$ cat src/fsr_pkg.sv
// Shared types and constants of the filled shape rasterizer.
package fsr_pkg;

  localparam int unsigned FRAME_WIDTH  = 640;
  localparam int unsigned FRAME_HEIGHT = 480;

  typedef enum logic [1:0] {
    MODE_STEP   = 2'd0,
    MODE_CIRCLE = 2'd1,
    MODE_RECT   = 2'd2
  } mode_t;

  typedef struct packed {
    logic               in_frame;
    logic               circle;
    logic               done;
    logic [10:0]        px;
    logic [10:0]        py;
    logic [15:0]        color;
    logic signed [10:0] ox;
    logic signed [10:0] oy;
    logic [9:0]         radius;
  } scan_entry_t;

  typedef struct packed {
    logic        valid;
    scan_entry_t entry;
  } queue_xfer_t;

endpackage

$ cat src/fsr_in_if.sv
// Command and step channel of the rasterizer.
interface fsr_in_if;
  logic               valid;
  logic               ready;
  logic [1:0]         mode;
  logic signed [11:0] origin_x;
  logic signed [11:0] origin_y;
  logic [9:0]         extent;
  logic [9:0]         rect_height;
  logic [15:0]        fill_color;

  modport source (output valid, mode, origin_x, origin_y, extent, rect_height, fill_color,
                  input ready);
  modport sink   (input valid, mode, origin_x, origin_y, extent, rect_height, fill_color,
                  output ready);
endinterface

$ cat src/fsr_out_if.sv
// Pixel result channel of the rasterizer.
interface fsr_out_if;
  logic        valid;
  logic        ready;
  logic        write_enable;
  logic [10:0] pixel_x;
  logic [10:0] pixel_y;
  logic [15:0] pixel_color;
  logic        done_res;

  modport source (output valid, write_enable, pixel_x, pixel_y, pixel_color, done_res,
                  input ready);
  modport sink   (input valid, write_enable, pixel_x, pixel_y, pixel_color, done_res,
                  output ready);
endinterface

$ cat src/filled_shape_rasterizer.sv
// Top level of the filled circle and rectangle rasterizer.
//   channel | dir | transfer carries
//   in_ch   | in  | mode, origin_x, origin_y, extent, rect_height, fill_color
//   out_ch  | out | write_enable, pixel_x, pixel_y, pixel_color, done_res
// One item per cycle sustained while the output is not stalled; every item gives one result.
// Each item passes in order through the queue slot, the square stage and the output register.
// The scan position lives in the front end, so steps advance as soon as accepted.
// Synchronous active-low reset empties the queue and both back-end stages.
// A stalled output holds; the two-entry queue lets the front keep taking items until both slots are full.
module filled_shape_rasterizer (
  input  logic       clk,
  input  logic       rst_n,
  fsr_in_if.sink     in_ch,
  fsr_out_if.source  out_ch
);

  fsr_pkg::queue_xfer_t push;
  fsr_pkg::queue_xfer_t pop;
  logic                 push_ready;
  logic                 pop_take;

  fsr_front u_front (
    .clk        (clk),
    .rst_n      (rst_n),
    .in_ch      (in_ch),
    .push       (push),
    .push_ready (push_ready)
  );

  fsr_queue u_queue (
    .clk        (clk),
    .rst_n      (rst_n),
    .push       (push),
    .push_ready (push_ready),
    .pop        (pop),
    .pop_take   (pop_take)
  );

  fsr_back u_back (
    .clk      (clk),
    .rst_n    (rst_n),
    .pop      (pop),
    .pop_take (pop_take),
    .out_ch   (out_ch)
  );

endmodule

$ cat src/fsr_front.sv
// Front end: command decode, scan position tracking and frame clipping.
module fsr_front (
  input  logic                 clk,
  input  logic                 rst_n,
  fsr_in_if.sink               in_ch,
  output fsr_pkg::queue_xfer_t push,
  input  logic                 push_ready
);

  logic               busy_r, busy_nxt;
  logic               kind_r, kind_nxt;
  logic signed [11:0] anchor_x_r, anchor_x_nxt;
  logic signed [11:0] anchor_y_r, anchor_y_nxt;
  logic [9:0]         span_x_r, span_x_nxt;
  logic [9:0]         span_y_r, span_y_nxt;
  logic [15:0]        color_r, color_nxt;
  logic signed [10:0] ox_r, ox_nxt;
  logic signed [10:0] oy_r, oy_nxt;

  logic               accept;
  logic               is_start;
  logic               is_rect;
  logic               step_active;
  logic signed [12:0] px;
  logic signed [12:0] py;
  logic               in_frame;
  logic               last_x;
  logic               last_y;
  logic signed [10:0] start_off;

  assign in_ch.ready = push_ready;
  assign accept      = in_ch.valid && push_ready;
  assign is_rect     = in_ch.mode == fsr_pkg::MODE_RECT;
  assign is_start    = (in_ch.mode == fsr_pkg::MODE_CIRCLE) || is_rect;
  assign step_active = (in_ch.mode == fsr_pkg::MODE_STEP) && busy_r;
  assign start_off   = is_rect ? 11'sd0 : $signed(11'd0 - {1'b0, in_ch.extent});

  assign px = $signed({anchor_x_r[11], anchor_x_r}) + $signed({{2{ox_r[10]}}, ox_r});
  assign py = $signed({anchor_y_r[11], anchor_y_r}) + $signed({{2{oy_r[10]}}, oy_r});
  assign in_frame = !px[12] && (px < $signed(13'(fsr_pkg::FRAME_WIDTH)))
                 && !py[12] && (py < $signed(13'(fsr_pkg::FRAME_HEIGHT)));
  assign last_x = ox_r >= $signed({1'b0, span_x_r});
  assign last_y = oy_r >= $signed({1'b0, span_y_r});

  always_comb begin
    push.valid          = accept;
    push.entry.in_frame = step_active && in_frame;
    push.entry.circle   = !kind_r;
    push.entry.done     = step_active && last_x && last_y;
    push.entry.px       = px[10:0];
    push.entry.py       = py[10:0];
    push.entry.color    = color_r;
    push.entry.ox       = ox_r;
    push.entry.oy       = oy_r;
    push.entry.radius   = span_x_r;
  end

  always_comb begin
    busy_nxt     = busy_r;
    kind_nxt     = kind_r;
    anchor_x_nxt = anchor_x_r;
    anchor_y_nxt = anchor_y_r;
    span_x_nxt   = span_x_r;
    span_y_nxt   = span_y_r;
    color_nxt    = color_r;
    ox_nxt       = ox_r;
    oy_nxt       = oy_r;
    if (accept && is_start) begin
      busy_nxt     = 1'b1;
      kind_nxt     = is_rect;
      anchor_x_nxt = in_ch.origin_x;
      anchor_y_nxt = in_ch.origin_y;
      span_x_nxt   = in_ch.extent;
      span_y_nxt   = is_rect ? in_ch.rect_height : in_ch.extent;
      color_nxt    = in_ch.fill_color;
      ox_nxt       = start_off;
      oy_nxt       = start_off;
    end else if (accept && step_active) begin
      if (last_x) begin
        if (last_y) begin
          busy_nxt = 1'b0;
        end else begin
          ox_nxt = kind_r ? 11'sd0 : $signed(11'd0 - {1'b0, span_x_r});
          oy_nxt = oy_r + 11'sd1;
        end
      end else begin
        ox_nxt = ox_r + 11'sd1;
      end
    end
  end

  always_ff @(posedge clk) begin
    if (!rst_n) begin
      busy_r <= 1'b0;
    end else begin
      busy_r <= busy_nxt;
    end
    kind_r     <= kind_nxt;
    anchor_x_r <= anchor_x_nxt;
    anchor_y_r <= anchor_y_nxt;
    span_x_r   <= span_x_nxt;
    span_y_r   <= span_y_nxt;
    color_r    <= color_nxt;
    ox_r       <= ox_nxt;
    oy_r       <= oy_nxt;
  end

endmodule

$ cat src/fsr_queue.sv
// Two-entry queue between the front end and the pixel back end.
module fsr_queue (
  input  logic                 clk,
  input  logic                 rst_n,
  input  fsr_pkg::queue_xfer_t push,
  output logic                 push_ready,
  output fsr_pkg::queue_xfer_t pop,
  input  logic                 pop_take
);

  fsr_pkg::scan_entry_t slot_r [2];
  logic       wr_ptr_r, wr_ptr_nxt;
  logic       rd_ptr_r, rd_ptr_nxt;
  logic [1:0] count_r, count_nxt;
  logic       do_push;
  logic       do_pop;

  assign push_ready = count_r != 2'd2;
  assign do_push    = push.valid && push_ready;
  assign do_pop     = pop_take && (count_r != 2'd0);
  assign pop.valid  = count_r != 2'd0;
  assign pop.entry  = slot_r[rd_ptr_r];

  always_comb begin
    wr_ptr_nxt = do_push ? !wr_ptr_r : wr_ptr_r;
    rd_ptr_nxt = do_pop ? !rd_ptr_r : rd_ptr_r;
    count_nxt  = count_r + {1'b0, do_push} - {1'b0, do_pop};
  end

  always_ff @(posedge clk) begin
    if (!rst_n) begin
      wr_ptr_r <= 1'b0;
      rd_ptr_r <= 1'b0;
      count_r  <= 2'd0;
    end else begin
      wr_ptr_r <= wr_ptr_nxt;
      rd_ptr_r <= rd_ptr_nxt;
      count_r  <= count_nxt;
    end
    if (do_push) begin
      slot_r[wr_ptr_r] <= push.entry;
    end
  end

endmodule

$ cat src/fsr_back.sv
// Back end: circle coverage test and registered pixel output.
module fsr_back (
  input  logic                 clk,
  input  logic                 rst_n,
  input  fsr_pkg::queue_xfer_t pop,
  output logic                 pop_take,
  fsr_out_if.source            out_ch
);

  logic        a_valid_r, a_valid_nxt;
  logic        a_inside_r;
  logic        a_circle_r;
  logic        a_done_r;
  logic [10:0] a_px_r;
  logic [10:0] a_py_r;
  logic [15:0] a_color_r;
  logic [19:0] a_sqx_r;
  logic [19:0] a_sqy_r;
  logic [19:0] a_rr_r;

  logic        o_valid_r, o_valid_nxt;
  logic        o_we_r;
  logic [10:0] o_px_r;
  logic [10:0] o_py_r;
  logic [15:0] o_color_r;
  logic        o_done_r;

  logic        b_ready;
  logic        a_ready;
  logic        a_load;
  logic        b_load;
  logic [9:0]  mag_x;
  logic [9:0]  mag_y;
  logic [20:0] sum_sq;
  logic        covered;
  logic        we;

  assign b_ready  = !o_valid_r || out_ch.ready;
  assign a_ready  = !a_valid_r || b_ready;
  assign pop_take = a_ready;
  assign a_load   = pop.valid && a_ready;
  assign b_load   = a_valid_r && b_ready;

  assign mag_x = pop.entry.ox[10] ? 10'(-pop.entry.ox) : pop.entry.ox[9:0];
  assign mag_y = pop.entry.oy[10] ? 10'(-pop.entry.oy) : pop.entry.oy[9:0];

  assign sum_sq  = {1'b0, a_sqx_r} + {1'b0, a_sqy_r};
  assign covered = !a_circle_r || (sum_sq < {1'b0, a_rr_r});
  assign we      = a_inside_r && covered;

  always_comb begin
    a_valid_nxt = a_ready ? pop.valid : a_valid_r;
    o_valid_nxt = b_ready ? a_valid_r : o_valid_r;
  end

  always_ff @(posedge clk) begin
    if (!rst_n) begin
      a_valid_r <= 1'b0;
      o_valid_r <= 1'b0;
    end else begin
      a_valid_r <= a_valid_nxt;
      o_valid_r <= o_valid_nxt;
    end
    if (a_load) begin
      a_inside_r <= pop.entry.in_frame;
      a_circle_r <= pop.entry.circle;
      a_done_r   <= pop.entry.done;
      a_px_r     <= pop.entry.px;
      a_py_r     <= pop.entry.py;
      a_color_r  <= pop.entry.color;
      a_sqx_r    <= {10'd0, mag_x} * {10'd0, mag_x};
      a_sqy_r    <= {10'd0, mag_y} * {10'd0, mag_y};
      a_rr_r     <= {10'd0, pop.entry.radius} * {10'd0, pop.entry.radius};
    end
    if (b_load) begin
      o_we_r    <= we;
      o_px_r    <= we ? a_px_r : 11'd0;
      o_py_r    <= we ? a_py_r : 11'd0;
      o_color_r <= we ? a_color_r : 16'd0;
      o_done_r  <= a_done_r;
    end
  end

  assign out_ch.valid        = o_valid_r;
  assign out_ch.write_enable = o_we_r;
  assign out_ch.pixel_x      = o_px_r;
  assign out_ch.pixel_y      = o_py_r;
  assign out_ch.pixel_color  = o_color_r;
  assign out_ch.done_res     = o_done_r;

endmodule

$ cat src/flat_wrapper.sv
// flat-port wrapper written by rule: the top's interface ports become plain ports
module filled_shape_rasterizer_flat 
  (clk, rst_n, in_ch_valid, in_ch_mode, in_ch_origin_x, in_ch_origin_y, in_ch_extent, in_ch_rect_height, in_ch_fill_color, in_ch_ready, out_ch_valid, out_ch_write_enable, out_ch_pixel_x, out_ch_pixel_y, out_ch_pixel_color, out_ch_done_res, out_ch_ready);
  fsr_in_if in_ch_i ();
  fsr_out_if out_ch_i ();
  input  logic clk;
  input  logic rst_n;
  input wire logic [$bits(in_ch_i.valid)-1:0] in_ch_valid;
  input wire logic [$bits(in_ch_i.mode)-1:0] in_ch_mode;
  input wire logic [$bits(in_ch_i.origin_x)-1:0] in_ch_origin_x;
  input wire logic [$bits(in_ch_i.origin_y)-1:0] in_ch_origin_y;
  input wire logic [$bits(in_ch_i.extent)-1:0] in_ch_extent;
  input wire logic [$bits(in_ch_i.rect_height)-1:0] in_ch_rect_height;
  input wire logic [$bits(in_ch_i.fill_color)-1:0] in_ch_fill_color;
  output wire logic [$bits(in_ch_i.ready)-1:0] in_ch_ready;
  output wire logic [$bits(out_ch_i.valid)-1:0] out_ch_valid;
  output wire logic [$bits(out_ch_i.write_enable)-1:0] out_ch_write_enable;
  output wire logic [$bits(out_ch_i.pixel_x)-1:0] out_ch_pixel_x;
  output wire logic [$bits(out_ch_i.pixel_y)-1:0] out_ch_pixel_y;
  output wire logic [$bits(out_ch_i.pixel_color)-1:0] out_ch_pixel_color;
  output wire logic [$bits(out_ch_i.done_res)-1:0] out_ch_done_res;
  input wire logic [$bits(out_ch_i.ready)-1:0] out_ch_ready;
  assign in_ch_i.valid = in_ch_valid;
  assign in_ch_i.mode = in_ch_mode;
  assign in_ch_i.origin_x = in_ch_origin_x;
  assign in_ch_i.origin_y = in_ch_origin_y;
  assign in_ch_i.extent = in_ch_extent;
  assign in_ch_i.rect_height = in_ch_rect_height;
  assign in_ch_i.fill_color = in_ch_fill_color;
  assign in_ch_ready = in_ch_i.ready;
  assign out_ch_valid = out_ch_i.valid;
  assign out_ch_write_enable = out_ch_i.write_enable;
  assign out_ch_pixel_x = out_ch_i.pixel_x;
  assign out_ch_pixel_y = out_ch_i.pixel_y;
  assign out_ch_pixel_color = out_ch_i.pixel_color;
  assign out_ch_done_res = out_ch_i.done_res;
  assign out_ch_i.ready = out_ch_ready;
  filled_shape_rasterizer u_core (.clk(clk), .rst_n(rst_n), .in_ch(in_ch_i), .out_ch(out_ch_i));
endmodule
$ cat config.mk
export PLATFORM = sky130hd
export DESIGN_NAME = filled_shape_rasterizer_flat
export DESIGN_NICKNAME = d
export VERILOG_FILES = /design/src/fsr_pkg.sv /design/src/fsr_in_if.sv /design/src/fsr_out_if.sv /design/src/filled_shape_rasterizer.sv /design/src/fsr_front.sv /design/src/fsr_queue.sv /design/src/fsr_back.sv /design/src/flat_wrapper.sv
export SDC_FILE = /design/constraint.sdc
export NUM_CORES = 1
export LEC_CHECK = 0
export BUFFER_PORTS_ARGS = -buffer_cell sky130_fd_sc_hd__clkbuf_2
export CAP_MARGIN = 20
export CORE_MARGIN = 2
export CORE_UTILIZATION = 38
export DETAILED_ROUTE_END_ITERATION = 12
export SLEW_MARGIN = 20
export SYNTH_ARGS = -nofsm -noshare
export SYNTH_HDL_FRONTEND = slang
export SYNTH_SLANG_ARGS = --single-unit
$ cat constraint.sdc
create_clock -name clk -period 7.6 [get_ports clk]
set_clock_uncertainty 0.15 [all_clocks]
set_input_delay 0.76 -clock clk [delete_from_list [all_inputs] [get_ports clk]]
set_output_delay 0.76 -clock clk [all_outputs]
set_load 0.05 [all_outputs]
==> results.yml <==
outcome:
  outcome: "completed"
logic_synthesis:
  syn_area_um2: 24800
  synthDominantCellAreaShare_pct: 44.5
  synthArstFlopShare_pct: 0
  syn_area_per_cell_um2: 11.9
  yosysUniqueCellTypes: 75
  ys_top_cells_by_area: "edfxtp_1 45%, ha_1 12%, fa_1 12%"
  netlist_instances: 2083
  synth_edf_count: 367
  synth_fp_nets: 2523
  ys_seq_area_share_pct: 45.2
  synth_top_flop_cell: "edfxtp_1"
  yosys_warnings: 0
  synth_seq_cells: 375
  yosysTopAreaCell: "edfxtp_1"
cells_and_area:
  n_antenna_cell: 0
  drive_above_1_share_pct: 13.7
  layout_common_cells: "367 x edfxtp_1, 277 x inv_1, 231 x ha_1"
  layout_commonest_cell: "edfxtp_1"
  finalNetCount: 2674
  layout.cells.non_filler: 3123
  area_growth_pct: 12.8
floorplan:
  core_um2: 64500
  die_w_um: 259
  start_util_pct: 38.4
  die-area_um2: 67200
  fp.dieH_um: 259
  io_pins: 108
  rows: 93
setup_path:
  path_cells: "buf_12, nor3_1, a21oi_1, o21ai_0, xnor2_1, inv_1, nand2_1, fa_1, fa_1, inv_1, ha_1, fa_1, inv_1, fa_1, inv_1, ha_1, and3_1, a311o_1, a21oi_1, o21ai_1, a41oi_1, o21ai_0, xnor2_1"
  start_kind: "flop"
  cp_num_buf_inv: 5
  cpLargestDelayFamily: "adder cells"
  crit_slowest_cell: "fa_1"
  crit_path_max_incr_delay_ps: 550
  cp.required_ps: 7740
  cp.arrival_ps: 7150
  cp-end-kind: "flop"
  criticalPathCategory: "flop to flop"
  critPathMaxFanout: 43
global_routing:
  antenna_found_initial: 0
  grt_pass1_wl_mm: 86.4
  grtUsageTotal_pct: 16.2
  grt_overflow: 0
  grt_start_max_net_pins: 75
  grt_pass1_vias: 16283
clock_network:
  cts_hold_buf: 0
  root_buffer: "clkbuf_16"
  insertion_delay_ps: 600
  clk_path_buf_depth: 3
  clk_pin_slew_ps: 60
  h-tree-depth: 2
  cts_tree: "built"
  cts_made_buffers: 42
  cts_sinks: 375
timing:
  tns_ps: 0
  slew_violations: 0
  slew_headroom_pct: 29.2
  period_share_pct: 92.2
  finalSetupViolCount: 0
  hold_viol: 0
  max_freq_ghz: 0.143
  period_minus_slack_ps: 7010
  tightest_slew_ps: 1060
  rsz0062_at_grt: "no"
detailed_routing:
  antenna_left: 0
  drt-pass1-iter-count: 5
  vias: 15587
  vias_per_cell: 4.99
  wl_mm: 53.5
  first_iter_violations: 835
  wl_per_cell_um: 17.1
  route.detailed.drc: 0
run:
  max-cap-violations: 0
placed_design:
  dp_hpwl_mm: 40.9
  dp_cells: 3043
  place_congestion: 0.866
  port_buffers: 107
hold_path:
  holdCritPathClass: "input pin to flop"
per-layer routing:
layer | global-route usage [%] | vias up | wire, um
li1 | - | 7577 | -
met1 | 21.7 | 7621 | 24500
met2 | 27.0 | 290 | 25400
met3 | 2.36 | 99 | 1970
met4 | 5.27 | 0 | 1650
met5 | 0 | - | 0
repair_timing:
item	CTS	global route
endpoints found under the hold margin	0	0
resized for setup	0	1
setup endpoints to repair	0	3
buffers inserted	0	1
Yosys cell counts, drive strengths merged (17+ instances only):
master,number
a21o,28
a21oi,73
buf,18
clkbuf,17
edfxtp,367
fa,143
ha,231
inv,280
mux2,56
mux2i,41
nand2,86
nand2b,22
nand3,31
nor2,172
nor2b,58
nor3,34
o21ai,74
xnor2,92
xor2,49
kinds of logic after synthesis:
| logic type | synth area share, % |
|---|---|
| and+or+nand+nor | 10.1 |
| DFF | 45.2 |
| adders and majority gates | 23.2 |
| buffers and inverters | 4.96 |
| AOI/OAI and AO/OA | 7.25 |
| xor gates and xnor gates | 5.05 |
| muxes | 4.20 |
cell type report:
| class | instances | area [um^2] |
|---|---|---|
| repair buffers | 142 | 831 |
| clock inverters | 27 | 262 |
| inverters | 280 | 1050 |
| flip-flops and latches | 375 | 11200 |
| well taps | 855 | 1070 |
| fillers | 6049 | 36500 |
| clock buffers | 51 | 1120 |
| multi-input cells | 1393 | 12400 |
worst paths after layout:
kind | slack, ps | startpoint | depth (start not counted) | endpoint
worst max register to register | 590 | flop | 23 | u_core.u_back.a_sqy_r[19]$_DFFE_PP_
worst max-delay path | 590 | flop | 23 | u_core.u_back.a_sqy_r[19]$_DFFE_PP_
worst min-delay path | 180 | in_ch_origin_y[3] | 1 | u_core.u_front.anchor_y_r[3]$_DFFE_PP_
worst min register to register | 280 | u_core.u_back.a_done_r$_DFFE_PP_ | 0 | u_core.u_back.out_ch.done_res$_DFFE_PP_
metrics by stage:
step / util [%] / hold WS [ps] / setup slack, ps / area, um^2
2_1_floorplan: - / 250 / 155 / 24800
3_3_place_gp: 41.1 / 260 / 605 / 26500
3_5_place_dp: 41.1 / 272 / 409 / 26500
4_1_cts: 43.2 / 149 / 403 / 27900
5_1_grt: 43.3 / 159 / 130 / 27900
6_report: 43.3 / 180 / 592 / 27900
state kept, by name (all words and copies together), names as in the netlist, 16 cells and up, named ones only:
signal / count
u_core.u_back.a_rr_r: 19
u_core.u_back.a_sqy_r: 19
u_core.u_queue.slot_r: 146
u_core.u_back.a_color_r: 16
u_core.u_back.a_sqx_r: 19
u_core.u_back.out_ch.pixel_color: 16
u_core.u_front.color_r: 16
Power is left out: the tool's default activity adds up to more than one toggle a clock period on the data nets, which glitch-free logic cannot reach.
